### config.mk
export PLATFORM = sky130hd
export DESIGN_NAME = gamma_code_bit_packer
export DESIGN_NICKNAME = d
export VERILOG_FILES = /design/src/gcbp_pkg.sv /design/src/gcbp_front.sv /design/src/gcbp_fifo.sv /design/src/gcbp_back.sv /design/src/gamma_code_bit_packer.sv
export VERILOG_INCLUDE_DIRS = /design/src /design/src/src
export SDC_FILE = /design/constraint.sdc
export NUM_CORES = 1
export LEC_CHECK = 0
export ABC_AREA = 1
export CAP_MARGIN = 20
export CORE_MARGIN = 3
export CORE_UTILIZATION = 39
export DETAILED_ROUTE_END_ITERATION = 10
export DONT_BUFFER_PORTS = 1
export SETUP_SLACK_MARGIN = 0.15
export SYNTH_ARGS = -nofsm -noshare
export SYNTH_HDL_FRONTEND = slang
export SYNTH_HIERARCHICAL = 1
export SYNTH_SLANG_ARGS = --single-unit
### constraint.sdc
create_clock -name aclk -period 8.7 [get_ports aclk]
set_input_delay 1.305 -clock aclk [delete_from_list [all_inputs] [get_ports aclk]]
set_output_delay 1.305 -clock aclk [all_outputs]
set_load 0.005 [all_outputs]
### src/assert_macros.svh
// ---------------------------------------------------------------------------
// Assertion macros
// Shared concurrent assertion wrappers; they compile away under SYNTHESIS.
// ---------------------------------------------------------------------------
`ifndef ASSERT_MACROS_SVH
`define ASSERT_MACROS_SVH

`ifndef SYNTHESIS

// Property must hold at every clock edge outside reset
`define GCBP_ASSERT(label, clk, rstn, prop) \
    label: assert property (@(posedge clk) disable iff (!rstn) prop) \
        else $error("gcbp assertion failed");

// Condition must never be true outside reset
`define GCBP_NEVER(label, clk, rstn, cond) \
    label: assert property (@(posedge clk) disable iff (!rstn) !(cond)) \
        else $error("gcbp forbidden condition seen");

`else

`define GCBP_ASSERT(label, clk, rstn, prop)
`define GCBP_NEVER(label, clk, rstn, cond)

`endif

`endif

### src/gcbp_pkg.sv
// ---------------------------------------------------------------------------
// gcbp_pkg
// Types, codes and widths shared by the gamma code bit packer modules.
// ---------------------------------------------------------------------------
package gcbp_pkg;

    localparam int MAX_EXPONENT_DEFAULT = 32;
    localparam int VALUE_W              = 32;
    localparam int BYTE_W               = 8;
    localparam int OUT_VALUE_W          = 33;
    localparam int LEN_W                = 7;
    localparam int EXP_W                = $clog2(VALUE_W + 1);
    localparam int REM_ACC_W            = 32;

    // Input item kinds
    localparam logic KIND_DATA = 1'b0;
    localparam logic KIND_END  = 1'b1;

    // Result kinds
    localparam logic [1:0] RK_BYTE  = 2'd0;
    localparam logic [1:0] RK_VALUE = 2'd1;
    localparam logic [1:0] RK_ERROR = 2'd2;

    // Direction register values
    localparam logic DIR_ENCODE = 1'b0;
    localparam logic DIR_DECODE = 1'b1;

    // Work handed from front to back
    typedef enum logic [2:0] {
        OP_ENCODE,
        OP_ERROR,
        OP_ENC_FLUSH,
        OP_DEC_FLUSH,
        OP_DECODE
    } op_t;

    typedef struct packed {
        logic                kind;
        logic [VALUE_W-1:0]  value;
        logic [BYTE_W-1:0]   in_byte;
    } in_t;

    typedef struct packed {
        logic [1:0]             result_kind;
        logic [BYTE_W-1:0]      out_byte;
        logic [OUT_VALUE_W-1:0] out_value;
        logic [LEN_W-1:0]       code_length;
        logic                   last;
    } out_t;

    typedef struct packed {
        op_t                 op;
        logic [EXP_W-1:0]    e;
        logic [VALUE_W-1:0]  norm;
        logic [BYTE_W-1:0]   in_byte;
    } cmd_t;

endpackage

### src/gcbp_front.sv
// ---------------------------------------------------------------------------
// gcbp_front
// Accepts input items, holds the direction register, classifies each item
// and finds the exponent of encode values with a nibble-step normalizer.
// ---------------------------------------------------------------------------
`include "assert_macros.svh"

module gcbp_front #(
    parameter int MAX_EXPONENT = gcbp_pkg::MAX_EXPONENT_DEFAULT
) (
    input  logic            aclk,
    input  logic            aresetn,
    input  logic            cfg_we,
    input  logic            cfg_wdata,
    input  logic            s_valid,
    output logic            s_ready,
    input  gcbp_pkg::in_t   s_data,
    output logic            cmd_valid,
    input  logic            cmd_ready,
    output gcbp_pkg::cmd_t  cmd
);

    localparam int VW = gcbp_pkg::VALUE_W;
    localparam int EW = gcbp_pkg::EXP_W;

    typedef enum logic {
        F_IDLE,
        F_NORM
    } fstate_t;

    fstate_t           state_reg, state_next;
    logic              dir_reg, dir_next;
    logic              cmd_valid_reg, cmd_valid_next;
    gcbp_pkg::cmd_t    cmd_reg, cmd_next;
    logic [VW-1:0]     acc_reg, acc_next;
    logic [EW-1:0]     e_reg, e_next;

    logic              accept;
    logic [1:0]        lz;
    logic [EW-1:0]     e_fin;
    logic [VW-1:0]     acc_fin;

    assign s_ready   = (state_reg == F_IDLE) && !cmd_valid_reg;
    assign accept    = s_valid && s_ready;
    assign cmd_valid = cmd_valid_reg;
    assign cmd       = cmd_reg;

    // Leading zeros within the top nibble once it is nonzero
    always_comb begin
        if (acc_reg[VW-1]) begin
            lz = 2'd0;
        end else if (acc_reg[VW-2]) begin
            lz = 2'd1;
        end else if (acc_reg[VW-3]) begin
            lz = 2'd2;
        end else begin
            lz = 2'd3;
        end
        acc_fin = acc_reg << lz;
        e_fin   = e_reg - EW'(lz);
    end

    // Classify and normalize
    always_comb begin
        state_next     = state_reg;
        dir_next       = dir_reg;
        cmd_valid_next = cmd_valid_reg;
        cmd_next       = cmd_reg;
        acc_next       = acc_reg;
        e_next         = e_reg;

        if (cmd_valid_reg && cmd_ready) begin
            cmd_valid_next = 1'b0;
        end
        if (cfg_we) begin
            dir_next = cfg_wdata;
        end

        case (state_reg)
            F_IDLE: begin
                if (accept) begin
                    cmd_next.in_byte = s_data.in_byte;
                    cmd_next.norm    = '0;
                    cmd_next.e       = '0;
                    if (s_data.kind == gcbp_pkg::KIND_END) begin
                        cmd_next.op    = (dir_reg == gcbp_pkg::DIR_DECODE) ?
                                         gcbp_pkg::OP_DEC_FLUSH : gcbp_pkg::OP_ENC_FLUSH;
                        cmd_valid_next = 1'b1;
                    end else if (dir_reg == gcbp_pkg::DIR_DECODE) begin
                        cmd_next.op    = gcbp_pkg::OP_DECODE;
                        cmd_valid_next = 1'b1;
                    end else if (s_data.value == '0) begin
                        cmd_next.op    = gcbp_pkg::OP_ERROR;
                        cmd_valid_next = 1'b1;
                    end else begin
                        acc_next   = s_data.value;
                        e_next     = EW'(VW);
                        state_next = F_NORM;
                    end
                end
            end
            F_NORM: begin
                if (acc_reg[VW-1 -: 4] == 4'd0) begin
                    // coarse step: skip a zero nibble
                    acc_next = acc_reg << 4;
                    e_next   = e_reg - EW'(4);
                end else begin
                    cmd_next.e     = e_fin;
                    cmd_next.norm  = acc_fin;
                    cmd_next.op    = (e_fin > EW'(MAX_EXPONENT)) ?
                                     gcbp_pkg::OP_ERROR : gcbp_pkg::OP_ENCODE;
                    cmd_valid_next = 1'b1;
                    state_next     = F_IDLE;
                end
            end
            default: begin
                state_next = F_IDLE;
            end
        endcase
    end

    always_ff @(posedge aclk) begin
        if (!aresetn) begin
            state_reg     <= F_IDLE;
            dir_reg       <= gcbp_pkg::DIR_ENCODE;
            cmd_valid_reg <= 1'b0;
        end else begin
            state_reg     <= state_next;
            dir_reg       <= dir_next;
            cmd_valid_reg <= cmd_valid_next;
        end
        cmd_reg <= cmd_next;
        acc_reg <= acc_next;
        e_reg   <= e_next;
    end

    // Normalizer always works on a nonzero value
    `GCBP_ASSERT(a_norm_nonzero, aclk, aresetn, state_reg == F_NORM |-> acc_reg != '0)
    // Encode commands carry a normalized value and a real exponent
    `GCBP_ASSERT(a_enc_normalized, aclk, aresetn, cmd_valid_reg && cmd_reg.op == gcbp_pkg::OP_ENCODE |-> cmd_reg.norm[VW-1] && cmd_reg.e != '0)

endmodule

### src/gcbp_fifo.sv
// ---------------------------------------------------------------------------
// gcbp_fifo
// Two-entry command queue between front and back, head always in slot 0.
// ---------------------------------------------------------------------------
module gcbp_fifo (
    input  logic            aclk,
    input  logic            aresetn,
    input  logic            push_valid,
    output logic            push_ready,
    input  gcbp_pkg::cmd_t  push_data,
    output logic            pop_valid,
    input  logic            pop_ready,
    output gcbp_pkg::cmd_t  pop_data
);

    gcbp_pkg::cmd_t  slot0_reg, slot0_next;
    gcbp_pkg::cmd_t  slot1_reg, slot1_next;
    logic [1:0]      count_reg, count_next;

    logic            do_push, do_pop;
    logic [1:0]      wr_pos;

    assign push_ready = (count_reg != 2'd2);
    assign pop_valid  = (count_reg != 2'd0);
    assign pop_data   = slot0_reg;
    assign do_push    = push_valid && push_ready;
    assign do_pop     = pop_valid && pop_ready;

    // Shift on pop, write behind the current tail
    always_comb begin
        slot0_next = slot0_reg;
        slot1_next = slot1_reg;
        wr_pos     = count_reg - {1'b0, do_pop};
        count_next = count_reg + {1'b0, do_push} - {1'b0, do_pop};
        if (do_pop) begin
            slot0_next = slot1_reg;
        end
        if (do_push) begin
            if (wr_pos == 2'd0) begin
                slot0_next = push_data;
            end else begin
                slot1_next = push_data;
            end
        end
    end

    always_ff @(posedge aclk) begin
        if (!aresetn) begin
            count_reg <= 2'd0;
        end else begin
            count_reg <= count_next;
        end
        slot0_reg <= slot0_next;
        slot1_reg <= slot1_next;
    end

endmodule

### src/gcbp_back.sv
// ---------------------------------------------------------------------------
// gcbp_back
// Runs commands and drives the result register: packs code bits into bytes up
// to eight at a time, scans decode bytes one bit per cycle unless stalled.
// ---------------------------------------------------------------------------
`include "assert_macros.svh"

module gcbp_back #(
    parameter int MAX_EXPONENT = gcbp_pkg::MAX_EXPONENT_DEFAULT
) (
    input  logic            aclk,
    input  logic            aresetn,
    input  logic            cmd_valid,
    output logic            cmd_ready,
    input  gcbp_pkg::cmd_t  cmd,
    output logic            m_valid,
    input  logic            m_ready,
    output gcbp_pkg::out_t  m_data
);

    localparam int OW  = $clog2(MAX_EXPONENT + 1);
    localparam int EW  = gcbp_pkg::EXP_W;
    localparam int LW  = gcbp_pkg::LEN_W;
    localparam int RW  = gcbp_pkg::REM_ACC_W;
    localparam int BW  = gcbp_pkg::BYTE_W;
    localparam int OVW = gcbp_pkg::OUT_VALUE_W;
    localparam int SW  = gcbp_pkg::VALUE_W + 1;

    typedef enum logic [2:0] {
        B_IDLE,
        B_ERR,
        B_FLUSH,
        B_ONES,
        B_REM,
        B_DBIT,
        B_DCLOSE
    } bstate_t;

    bstate_t         state_reg, state_next;

    // result register
    logic            m_valid_reg, m_valid_next;
    gcbp_pkg::out_t  m_data_reg, m_data_next;

    // encoder architectural state
    logic [BW-1:0]   partial_reg, partial_next;
    logic [2:0]      filled_reg, filled_next;

    // encoder working registers
    logic [EW-1:0]   ones_left_reg, ones_left_next;
    logic [SW-1:0]   rem_sr_reg, rem_sr_next;
    logic [EW-1:0]   enc_rem_left_reg, enc_rem_left_next;
    logic [LW-1:0]   total_left_reg, total_left_next;
    logic [LW-1:0]   len_reg, len_next;

    // decoder architectural state
    logic            phase_reg, phase_next;
    logic [OW-1:0]   ones_reg, ones_next;
    logic [RW-1:0]   acc_reg, acc_next;
    logic [OW-1:0]   rleft_reg, rleft_next;

    // decoder working registers
    logic [BW-1:0]   byte_sr_reg, byte_sr_next;
    logic [2:0]      bit_cnt_reg, bit_cnt_next;
    logic            pend_valid_reg, pend_valid_next;
    gcbp_pkg::out_t  pend_reg, pend_next;

    logic            out_free;
    logic            push;
    gcbp_pkg::out_t  push_data;

    // packing datapath
    logic [3:0]      space;
    logic [EW-1:0]   src_left;
    logic [BW-1:0]   chunk;
    logic [3:0]      k;
    logic [2*BW-1:0] packed16;
    logic [3:0]      fill_sum;
    logic            byte_full;
    logic [LW-1:0]   total_after;

    // decode datapath
    logic            dbit;
    logic [RW-1:0]   acc_shift;
    logic [OW-1:0]   ones_m1;
    logic [OVW-1:0]  pow_val;
    logic [OVW-1:0]  dval;
    logic            d_res_valid;
    gcbp_pkg::out_t  d_res;
    logic            d_phase;
    logic [OW-1:0]   d_ones;
    logic [RW-1:0]   d_acc;
    logic [OW-1:0]   d_rleft;

    assign m_valid  = m_valid_reg;
    assign m_data   = m_data_reg;
    assign out_free = !m_valid_reg || m_ready;

    // Chunk of code bits that fits the partial byte this cycle
    always_comb begin
        space = 4'd8 - {1'b0, filled_reg};
        if (state_reg == B_ONES) begin
            src_left = ones_left_reg;
            chunk    = '1;
        end else begin
            src_left = enc_rem_left_reg;
            chunk    = rem_sr_reg[SW-1 -: BW];
        end
        k           = ({{(EW-4){1'b0}}, space} < src_left) ? space : src_left[3:0];
        packed16    = {partial_reg, chunk} << k;
        fill_sum    = {1'b0, filled_reg} + k;
        byte_full   = (fill_sum == 4'd8);
        total_after = total_left_reg - LW'(k);
    end

    // One decode bit step
    always_comb begin
        dbit      = byte_sr_reg[BW-1];
        acc_shift = {acc_reg[RW-2:0], dbit};
        ones_m1   = ones_reg - OW'(1);
        for (int i = 0; i < OVW; i++) begin
            pow_val[i] = (i < (1 << OW)) && (ones_m1 == OW'(i));
        end
        dval = pow_val + {1'b0, acc_shift};

        d_res_valid = 1'b0;
        d_res       = '0;
        d_phase     = phase_reg;
        d_ones      = ones_reg;
        d_acc       = acc_reg;
        d_rleft     = rleft_reg;

        if (!phase_reg) begin
            if (dbit) begin
                if (ones_reg >= OW'(MAX_EXPONENT)) begin
                    // unary run too long: report and restart
                    d_res_valid       = 1'b1;
                    d_res.result_kind = gcbp_pkg::RK_ERROR;
                    d_ones            = '0;
                    d_acc             = '0;
                    d_rleft           = '0;
                end else begin
                    d_ones = ones_reg + OW'(1);
                end
            end else if (ones_reg == '0) begin
                // bare zero bit decodes to value zero
                d_res_valid       = 1'b1;
                d_res.result_kind = gcbp_pkg::RK_VALUE;
            end else begin
                d_phase = 1'b1;
                d_acc   = '0;
                d_rleft = ones_reg;
            end
        end else begin
            d_acc   = acc_shift;
            d_rleft = rleft_reg - OW'(1);
            if (rleft_reg == OW'(1)) begin
                d_res_valid       = 1'b1;
                d_res.result_kind = gcbp_pkg::RK_VALUE;
                d_res.out_value   = dval;
                d_phase           = 1'b0;
                d_ones            = '0;
                d_acc             = '0;
                d_rleft           = '0;
            end
        end
    end

    // Command sequencer
    always_comb begin
        state_next        = state_reg;
        m_valid_next      = m_valid_reg;
        m_data_next       = m_data_reg;
        partial_next      = partial_reg;
        filled_next       = filled_reg;
        ones_left_next    = ones_left_reg;
        rem_sr_next       = rem_sr_reg;
        enc_rem_left_next = enc_rem_left_reg;
        total_left_next   = total_left_reg;
        len_next          = len_reg;
        phase_next        = phase_reg;
        ones_next         = ones_reg;
        acc_next          = acc_reg;
        rleft_next        = rleft_reg;
        byte_sr_next      = byte_sr_reg;
        bit_cnt_next      = bit_cnt_reg;
        pend_valid_next   = pend_valid_reg;
        pend_next         = pend_reg;
        cmd_ready         = 1'b0;
        push              = 1'b0;
        push_data         = '0;

        if (m_valid_reg && m_ready) begin
            m_valid_next = 1'b0;
        end

        case (state_reg)
            B_IDLE: begin
                if (cmd_valid) begin
                    cmd_ready = 1'b1;
                    case (cmd.op)
                        gcbp_pkg::OP_ENCODE: begin
                            ones_left_next    = cmd.e;
                            rem_sr_next       = {2'b00, cmd.norm[SW-3:0]};
                            enc_rem_left_next = cmd.e + EW'(1);
                            total_left_next   = {cmd.e, 1'b1};
                            len_next          = {cmd.e, 1'b1};
                            state_next        = B_ONES;
                        end
                        gcbp_pkg::OP_ERROR: begin
                            state_next = B_ERR;
                        end
                        gcbp_pkg::OP_ENC_FLUSH: begin
                            if (filled_reg != 3'd0) begin
                                state_next = B_FLUSH;
                            end else begin
                                partial_next = '0;
                                phase_next   = 1'b0;
                                ones_next    = '0;
                                acc_next     = '0;
                                rleft_next   = '0;
                            end
                        end
                        gcbp_pkg::OP_DEC_FLUSH: begin
                            partial_next = '0;
                            filled_next  = 3'd0;
                            phase_next   = 1'b0;
                            ones_next    = '0;
                            acc_next     = '0;
                            rleft_next   = '0;
                        end
                        gcbp_pkg::OP_DECODE: begin
                            byte_sr_next = cmd.in_byte;
                            bit_cnt_next = 3'd0;
                            state_next   = B_DBIT;
                        end
                        default: begin
                        end
                    endcase
                end
            end
            B_ERR: begin
                if (out_free) begin
                    push                  = 1'b1;
                    push_data.result_kind = gcbp_pkg::RK_ERROR;
                    push_data.last        = 1'b1;
                    state_next            = B_IDLE;
                end
            end
            B_FLUSH: begin
                // zero padded tail byte, then clear all coder state
                if (out_free) begin
                    push                  = 1'b1;
                    push_data.result_kind = gcbp_pkg::RK_BYTE;
                    push_data.out_byte    = BW'(partial_reg << (4'd8 - {1'b0, filled_reg}));
                    push_data.last        = 1'b1;
                    partial_next          = '0;
                    filled_next           = 3'd0;
                    phase_next            = 1'b0;
                    ones_next             = '0;
                    acc_next              = '0;
                    rleft_next            = '0;
                    state_next            = B_IDLE;
                end
            end
            B_ONES, B_REM: begin
                if (!byte_full || out_free) begin
                    total_left_next = total_after;
                    if (byte_full) begin
                        push                  = 1'b1;
                        push_data.result_kind = gcbp_pkg::RK_BYTE;
                        push_data.out_byte    = packed16[2*BW-1:BW];
                        push_data.code_length = len_reg;
                        push_data.last        = (total_after < LW'(8));
                        partial_next          = '0;
                        filled_next           = 3'd0;
                    end else begin
                        partial_next = packed16[2*BW-1:BW];
                        filled_next  = fill_sum[2:0];
                    end
                    if (state_reg == B_ONES) begin
                        ones_left_next = ones_left_reg - EW'(k);
                        if (ones_left_reg == EW'(k)) begin
                            state_next = B_REM;
                        end
                    end else begin
                        rem_sr_next       = rem_sr_reg << k;
                        enc_rem_left_next = enc_rem_left_reg - EW'(k);
                        if (enc_rem_left_reg == EW'(k)) begin
                            state_next = B_IDLE;
                        end
                    end
                end
            end
            B_DBIT: begin
                // a new result pushes the held one out, last flag clear
                if (!(d_res_valid && pend_valid_reg) || out_free) begin
                    if (d_res_valid && pend_valid_reg) begin
                        push      = 1'b1;
                        push_data = pend_reg;
                    end
                    if (d_res_valid) begin
                        pend_valid_next = 1'b1;
                        pend_next       = d_res;
                    end
                    phase_next   = d_phase;
                    ones_next    = d_ones;
                    acc_next     = d_acc;
                    rleft_next   = d_rleft;
                    byte_sr_next = byte_sr_reg << 1;
                    bit_cnt_next = bit_cnt_reg + 3'd1;
                    if (bit_cnt_reg == 3'd7) begin
                        state_next = B_DCLOSE;
                    end
                end
            end
            B_DCLOSE: begin
                if (!pend_valid_reg) begin
                    state_next = B_IDLE;
                end else if (out_free) begin
                    push            = 1'b1;
                    push_data       = pend_reg;
                    push_data.last  = 1'b1;
                    pend_valid_next = 1'b0;
                    state_next      = B_IDLE;
                end
            end
            default: begin
                state_next = B_IDLE;
            end
        endcase

        if (push) begin
            m_valid_next = 1'b1;
            m_data_next  = push_data;
        end
    end

    always_ff @(posedge aclk) begin
        if (!aresetn) begin
            state_reg      <= B_IDLE;
            m_valid_reg    <= 1'b0;
            pend_valid_reg <= 1'b0;
            partial_reg    <= '0;
            filled_reg     <= 3'd0;
            phase_reg      <= 1'b0;
            ones_reg       <= '0;
            acc_reg        <= '0;
            rleft_reg      <= '0;
        end else begin
            state_reg      <= state_next;
            m_valid_reg    <= m_valid_next;
            pend_valid_reg <= pend_valid_next;
            partial_reg    <= partial_next;
            filled_reg     <= filled_next;
            phase_reg      <= phase_next;
            ones_reg       <= ones_next;
            acc_reg        <= acc_next;
            rleft_reg      <= rleft_next;
        end
        m_data_reg       <= m_data_next;
        ones_left_reg    <= ones_left_next;
        rem_sr_reg       <= rem_sr_next;
        enc_rem_left_reg <= enc_rem_left_next;
        total_left_reg   <= total_left_next;
        len_reg          <= len_next;
        byte_sr_reg      <= byte_sr_next;
        bit_cnt_reg      <= bit_cnt_next;
        pend_reg         <= pend_next;
    end

    // Bit budget of a value being packed matches its remaining pieces
    `GCBP_ASSERT(a_ones_budget, aclk, aresetn, state_reg == B_ONES |-> total_left_reg == LW'(ones_left_reg) + LW'(enc_rem_left_reg))
    `GCBP_ASSERT(a_rem_budget, aclk, aresetn, state_reg == B_REM |-> total_left_reg == LW'(enc_rem_left_reg))
    // Remainder phase always has bits to go
    `GCBP_ASSERT(a_phase_left, aclk, aresetn, phase_reg |-> rleft_reg != '0)
    // Held decode result never outlives its byte
    `GCBP_NEVER(a_idle_pend, aclk, aresetn, state_reg == B_IDLE && pend_valid_reg)

endmodule

### src/gamma_code_bit_packer.sv
// ---------------------------------------------------------------------------
// gamma_code_bit_packer
// Gamma-style variable-length coder over an MSB-first byte stream.
// ---------------------------------------------------------------------------
//  channel   | signals                     | direction | content
//  ----------+-----------------------------+-----------+------------------------
//  s_        | s_valid s_ready s_data      | in        | value or byte, end mark
//  m_        | m_valid m_ready m_data      | out       | byte, value or error
//  cfg_      | cfg_we cfg_wdata            | in        | direction register
//
//  Front: takes a new item only once the normalizer is idle and its command
//  register is empty; for an encode value the normalizer skips one zero
//  nibble per step until the top nibble is nonzero, then finishes the shift.
//  Encode back: a command step, then one step per chunk of up to 8 bits
//  that ends at a byte boundary or at the end of the ones or remainder bits.
//  Decode back: a command step, one step per bit, and a close step.
//  Reset clears the control and coder state; no clearing pass is needed.
//  A stalled result register holds the back; the front keeps taking items
//  until the two-entry command queue and its own command register fill.
// ---------------------------------------------------------------------------
module gamma_code_bit_packer #(
    parameter int MAX_EXPONENT = gcbp_pkg::MAX_EXPONENT_DEFAULT
) (
    input  logic            aclk,
    input  logic            aresetn,
    input  logic            cfg_we,
    input  logic            cfg_wdata,
    input  logic            s_valid,
    output logic            s_ready,
    input  gcbp_pkg::in_t   s_data,
    output logic            m_valid,
    input  logic            m_ready,
    output gcbp_pkg::out_t  m_data
);

    logic            f_cmd_valid, f_cmd_ready;
    gcbp_pkg::cmd_t  f_cmd;
    logic            q_cmd_valid, q_cmd_ready;
    gcbp_pkg::cmd_t  q_cmd;

    // Classification and exponent search
    gcbp_front #(
        .MAX_EXPONENT (MAX_EXPONENT)
    ) u_front (
        .aclk      (aclk),
        .aresetn   (aresetn),
        .cfg_we    (cfg_we),
        .cfg_wdata (cfg_wdata),
        .s_valid   (s_valid),
        .s_ready   (s_ready),
        .s_data    (s_data),
        .cmd_valid (f_cmd_valid),
        .cmd_ready (f_cmd_ready),
        .cmd       (f_cmd)
    );

    // Command queue
    gcbp_fifo u_fifo (
        .aclk       (aclk),
        .aresetn    (aresetn),
        .push_valid (f_cmd_valid),
        .push_ready (f_cmd_ready),
        .push_data  (f_cmd),
        .pop_valid  (q_cmd_valid),
        .pop_ready  (q_cmd_ready),
        .pop_data   (q_cmd)
    );

    // Bit packing, bit scanning and result register
    gcbp_back #(
        .MAX_EXPONENT (MAX_EXPONENT)
    ) u_back (
        .aclk      (aclk),
        .aresetn   (aresetn),
        .cmd_valid (q_cmd_valid),
        .cmd_ready (q_cmd_ready),
        .cmd       (q_cmd),
        .m_valid   (m_valid),
        .m_ready   (m_ready),
        .m_data    (m_data)
    );

endmodule
# Yosys cells after proc, flatten, opt, wreduce, memory -nomap -nowiden
# Index checks and enable logic that the tools add are counted.
dict set report classes {
  n_addsub 16
  n_lt_le_gt_ge 4
  n_eq_ne 76
  shift 4
  mux 173
  n_bitwise 2
  n_reduce_logical 49
}
# op count
set ops {}
lappend ops {{two-way mux 31 bit} 9}
lappend ops {{two-way mux 51 bit} 4}
lappend ops {{two-way mux 49 bit} 4}
lappend ops {{two-way mux 6 bit} 28}
lappend ops {{two-way mux 32 bit} 5}
lappend ops {{two-way mux 33 bit} 4}
lappend ops {{case mux 33 bit (2 select lines)} 2}
lappend ops {{two-way mux 8 bit} 13}
lappend ops {{equality test 6 x 5 -> 1 bit (second input constant)} 16}
lappend ops {{case mux 31 bit (3 select lines)} 1}
lappend ops {{case mux 41 bit (2 select lines)} 1}
lappend ops {{case mux 32 bit (2 select lines)} 1}
lappend ops {{two-way mux 3 bit} 21}
lappend ops {{case mux 31 bit (2 select lines)} 1}
lappend ops {{equality test 6 x 4 -> 1 bit (second input constant)} 8}
lappend ops {{case mux 6 bit (2 select lines)} 4}
lappend ops {{two-way mux 1 bit} 43}
lappend ops {{two-way mux 41 bit} 1}
lappend ops {{case mux 6 bit (3 select lines)} 2}
lappend ops {{adder 33 x 32 -> 33 bit} 1}
lappend ops {{left shift 33 x 4 -> 33 bit} 1}
lappend ops {{zero test 32 bit} 1}
lappend ops {{case mux 8 bit (2 select lines)} 2}
lappend ops {{case mux 8 bit (4 select lines)} 1}
lappend ops {{67 further kinds} 150}
dict set report word_totals {
  regBits 405
  inputBits 47
  output_inout_bits 53
  elab_cells 365
}

# Longest topological paths before layout
dict set report depth {
  word_depth 11
  mapped_depth 27
  mapped_depth_nobuf 25
}

# Hierarchy
# The synthesis kept the hierarchy.
# module instances cells_per_inst area_each_um2 seq_area_each_um2
set by_module_without_submodules {}
lappend by_module_without_submodules {gcbp_back 1 1847 13820.8 5855.6}
lappend by_module_without_submodules {gcbp_front 1 396 4068.9 2612.5}
lappend by_module_without_submodules {gcbp_fifo 1 487 4067.7 2492.4}

# Least setup slack after synthesis
# Ideal clock, no wire load.
dict set report synth_path {
  path_type {register -> register}
  startpoint {register u_back.filled_reg[0]}
  endpoint {register u_back.enc_rem_left_reg[0] (enable)}
  setup_ns 0.435
  t_arrival_ns 5.146
  required_time_ns 8.265
  path_slack_ns 3.119
  path_stages_with_launch 25
  path_buffers 3
  period_less_slack_ns 5.581
  path_cell_list {dfxtp_1 > inv_2 > ha_1 > ha_1 > clkbuf_1 > inv_1 > nand2_1 > nand2_1 > nor2_2 > nand3_4 > nand2_4 > nand2_1 > nand2_1 > buf_2 > buf_1 > ha_1 > nand4_1 > nand2_1 > inv_1 > nand2_1 > nand2_1 > nand2_2 > nand3_4 > o21ai_0 > nor2_1}
}
dict set report synth_via {
  elab_chain_cells 9
}
# element line
set synth_rtl {}
lappend synth_rtl {{from (decl)} gcbp_back.sv:47} ;# logic [2:0] filled_reg, filled_next;
lappend synth_rtl {{from (signal assigned)} gcbp_back.sv:355} ;# filled_reg <= filled_next;
lappend synth_rtl {{subtractor 4 x 3 -> 4 bit} gcbp_back.sv:101} ;# space = 4'd8 - {1'b0, filled_reg};
lappend synth_rtl {{less-than comparator 4 x 6 -> 1 bit} gcbp_back.sv:109} ;# k = ({{(EW-4){1'b0}}, space} < src_left) ? space : src_left[3:0];
lappend synth_rtl {{two-way mux 4 bit} gcbp_back.sv:109}
lappend synth_rtl {{adder 3 x 4 -> 4 bit (*)} gcbp_back.sv:111} ;# fill_sum = {1'b0, filled_reg} + k;
lappend synth_rtl {{equality test 4 bit (*)} gcbp_back.sv:112} ;# byte_full = (fill_sum == 4'd8);
lappend synth_rtl {{zero test 1 bit (*)} gcbp_back.sv:267} ;# if (!byte_full || out_free) begin
lappend synth_rtl {{logical OR 1 bit (*)} gcbp_back.sv:267}
lappend synth_rtl {{inequality test 2 x 1 -> 1 bit (no line) (*)} --}
lappend synth_rtl {{AND reduction 5 bit (no line) (*)} --}
lappend synth_rtl {{to (signal assigned)} gcbp_back.sv:364} ;# enc_rem_left_reg <= enc_rem_left_next;
lappend synth_rtl {{to (decl)} gcbp_back.sv:52} ;# logic [EW-1:0] enc_rem_left_reg, enc_rem_left_next;
# Mark *: on every way between the ends. The rest lies on a longest branch, timed or not.
# A chain may end at the register's enable or synchronous reset.

# Worst setup path after layout
dict set report layout_path {
  startpoint {register u_back.filled_reg[0]}
  endpoint {register u_back.m_data_reg (netlist bit u_back/m_data[5]) (enable)}
}
dict set report layout_via {
  elab_chain_cells 9
  elab_cells_between_ends 10
  cone_classes {add/sub: 2; order compare: 1; eq/ne: 1; mux: 4; reduce/logical: 2}
}
# element line
set layout_rtl {}
lappend layout_rtl {{subtractor 4 x 3 -> 4 bit} gcbp_back.sv:101}
lappend layout_rtl {{less-than comparator 4 x 6 -> 1 bit} gcbp_back.sv:109}
lappend layout_rtl {{two-way mux 4 bit} gcbp_back.sv:109}
lappend layout_rtl {{adder 3 x 4 -> 4 bit (*)} gcbp_back.sv:111}
lappend layout_rtl {{equality test 4 bit (*)} gcbp_back.sv:112}
lappend layout_rtl {{zero test 1 bit} gcbp_back.sv:267}
lappend layout_rtl {{logical OR 1 bit} gcbp_back.sv:267}
lappend layout_rtl {{two-way mux 1 bit (*)} gcbp_back.sv:267}
lappend layout_rtl {{case mux 1 bit (4 select lines) (*)} gcbp_back.sv:197} ;# case (state_reg)
lappend layout_rtl {{to (signal assigned)} gcbp_back.sv:361} ;# m_data_reg <= m_data_next;
lappend layout_rtl {{to (decl)} gcbp_back.sv:43} ;# gcbp_pkg::out_t m_data_reg, m_data_next;
# Marked as above.

==> results by group <==
CTS
  – # hold bufs at CTS: 0
  – Root Buffer: clkbuf_16
  – Worst skew pair latency: 0.60 ns
  – Longest Clk Path Bufs: 3
  – # clock sinks: 400
  – Postcts setup bufs: 0
  – TritonCTS clock tree: built
  – H-tree Lvls: 2
  – Clk slew on worst S/H paths: 0.06 ns
  – CTS buffer count: 45
  – CTS-repair resized insts: 0

Yosys
  – Synth Net Count: 2829
  – Post-Syn Instances: 2720
  – Syn Area/Cell: 8.033 um^2
  – Yosys Warn Count: 6
  – Post-Syn Area: 21850 um^2

GRT
  – First-pass GRT wire length: 87180 um
  – GR Overflow Total: 0
  – Tot GR Track Use: 17.93%
  – Initial antenna violation count: 0
  – Largest net degree at the start of global routing: 56
  – Vias in the first global route: 16680

Place
  – Gpl congestion: 0.8998
  – I/O Buffers: 0
  – Cells after DPL: 3384
  – Hpwl dp: 38540 um
  – Placed Area: 22430 um^2

Floorplanning
  – Die Y: 242.7 um
  – I/O pin cnt: 100
  – Die X-Extent: 242.7 um
  – Rows: 86
  – Initial Utilization: 39.51%
  – Die area: 58900 um^2
  – Core ar.: 55310 um^2

Detailed routing
  – DR WL met2: 23850 um
  – Routed Antenna Nets: 0
  – Metal3 WL: 2871 um
  – Total vias in the final route: 17510
  – Max Used Layer: met4
  – Post-route DRC: 0
  – Drt first pass iters: 7
  – Final wirelength: 53720 um
  – Iter 0 DRT Violations: 1291
  – Met1 WL: 25760 um
  – Routed wire per std cell: 15.49 um
  – Vias per inst: 5.050

STA
  – Final Hold Viols: 0
  – Post-route setup TNS: 0 ns
  – Max Fclk: 0.1791 GHz
  – RSZ-0062 raised after global routing: no
  – Hold Worst Slack: 0.4526 ns
  – Worst-margin pin slew: 1.055 ns
  – Max Slew Vio Count: 0
  – Setup Viol. Count Final: 0
  – Post-layout min period: 5.584 ns
  – Tcrit/Tclk final: 64.18%
  – Final Skew: 0.03042 ns
  – Slew HR: 29.54%

Power
  – Static leakage: 10.19 nW
  – Peak VDD IR: 0.2324 mV
  – Pwr dens: 395.0 nW/um^2

Finish
  – Most frequent cells in the layout: nand2_1 (792), inv_1 (324), edfxtp_1 (287)
  – Post-route insts no fill: 3468
  – Layout Nets: 2793
  – Share of cells above drive strength 1: 6.397%
  – Fin area: 23970 um^2
  – Commonest non-fill, non-tap cell in the layout: nand2_1
  – Max reg flops: 51
  – # fillers: 5583
  – Synthesis-to-finish area growth: 9.712%
  – N_diodes: 0

Setup path
  – CP endpoint kind: register
  – CP max FO: 52
  – Worst Setup SP: u_back/filled_reg[0]$_SDFFE_PN0P_
  – CP required: 8.90 ns
  – Worst r2r src: u_back/filled_reg[0]$_SDFFE_PN0P_
  – Critical Path Source Type: register
  – Arrival time at the worst endpoint: 5.78 ns
  – R2R setup slack: 3.12 ns
  – WS Path Type: register to register

Worst hold path
  – Min-Delay Path Class: register to register
  – Min-delay src: u_front/cmd[15]$_DFFE_PP_

Outcome
  – Status: finished clean

Flow run
  – Max-cap violation count: 0
==> routing by layer <==
layer | up-vias | global-route usage (%)
met1 | 8035 | 25.39
met5 | - | 0
met2 | 482 | 28.50
li1 | 8909 | -
met3 | 86 | 2.817
met4 | 0 | 5.149
==> cell type report <==
| class | count | area [um^2] | area share (%) |
|---|---|---|---|
| Clock buffer | 52 | 1172 | 4.891 |
| Clock inverter | 31 | 346.6 | 1.446 |
| Inverter | 340 | 1281 | 5.345 |
| Multi-Input combinational cell | 1874 | 9170 | 38.25 |
| Sequential cell | 400 | 10880 | 45.39 |
| Tap cell | 748 | 935.9 | 3.904 |
| Timing Repair Buffer | 23 | 185.2 | 0.7725 |
==> where the power goes <==
group          internal (mW)  switching, mW  total, mW
logic                   1.38           3.24       4.63
clock network           1.13          0.802       1.93
registers               2.63          0.287       2.91
total                   5.14           4.33       9.47
==> through the flow <==
stage | worst slack (ns) | utilization [%] | power, mW
after global routing | 2.684 | 43.34 | 10.23
after CTS | 3.086 | 43.31 | 9.478
final | 3.116 | 43.34 | 9.469
after global placement | 3.147 | 40.56 | 7.438
after floorplan | 3.119 | - | 6.358
after detailed placement | 3.089 | 40.56 | 7.505
==> worst paths after layout <==
path / cells after the start / to
setup / recovery: 20 / u_back/m_data[5]$_SDFFCE_PN0P_
hold / removal: 0 / u_fifo/slot1_reg[15]$_DFFE_PP_
setup reg to reg: 20 / u_back/m_data[5]$_SDFFCE_PN0P_
hold reg to reg: 0 / u_fifo/slot1_reg[15]$_DFFE_PP_
==> worst max-delay path: stages (launching register included) <==
cell and delay, ns:
dfxtp_1 0.63, inv_2 0.18, ha_1 0.25, ha_1 0.47, inv_1 0.16, nand2_1 0.10, nand2_1 0.06, nor2_2 0.12
nand3_4 0.15, nand2_4 0.15, nand2_2 0.07, nand2_2 0.70, nand2_2 0.17, nand2_1 0.11, inv_1 0.05, ha_1 0.30
or2_2 0.30, nor2_4 0.16, nand3_2 0.34, nand3_2 0.15, buf_4 0.55
Note: power is estimated with default switching activity, not from simulation.
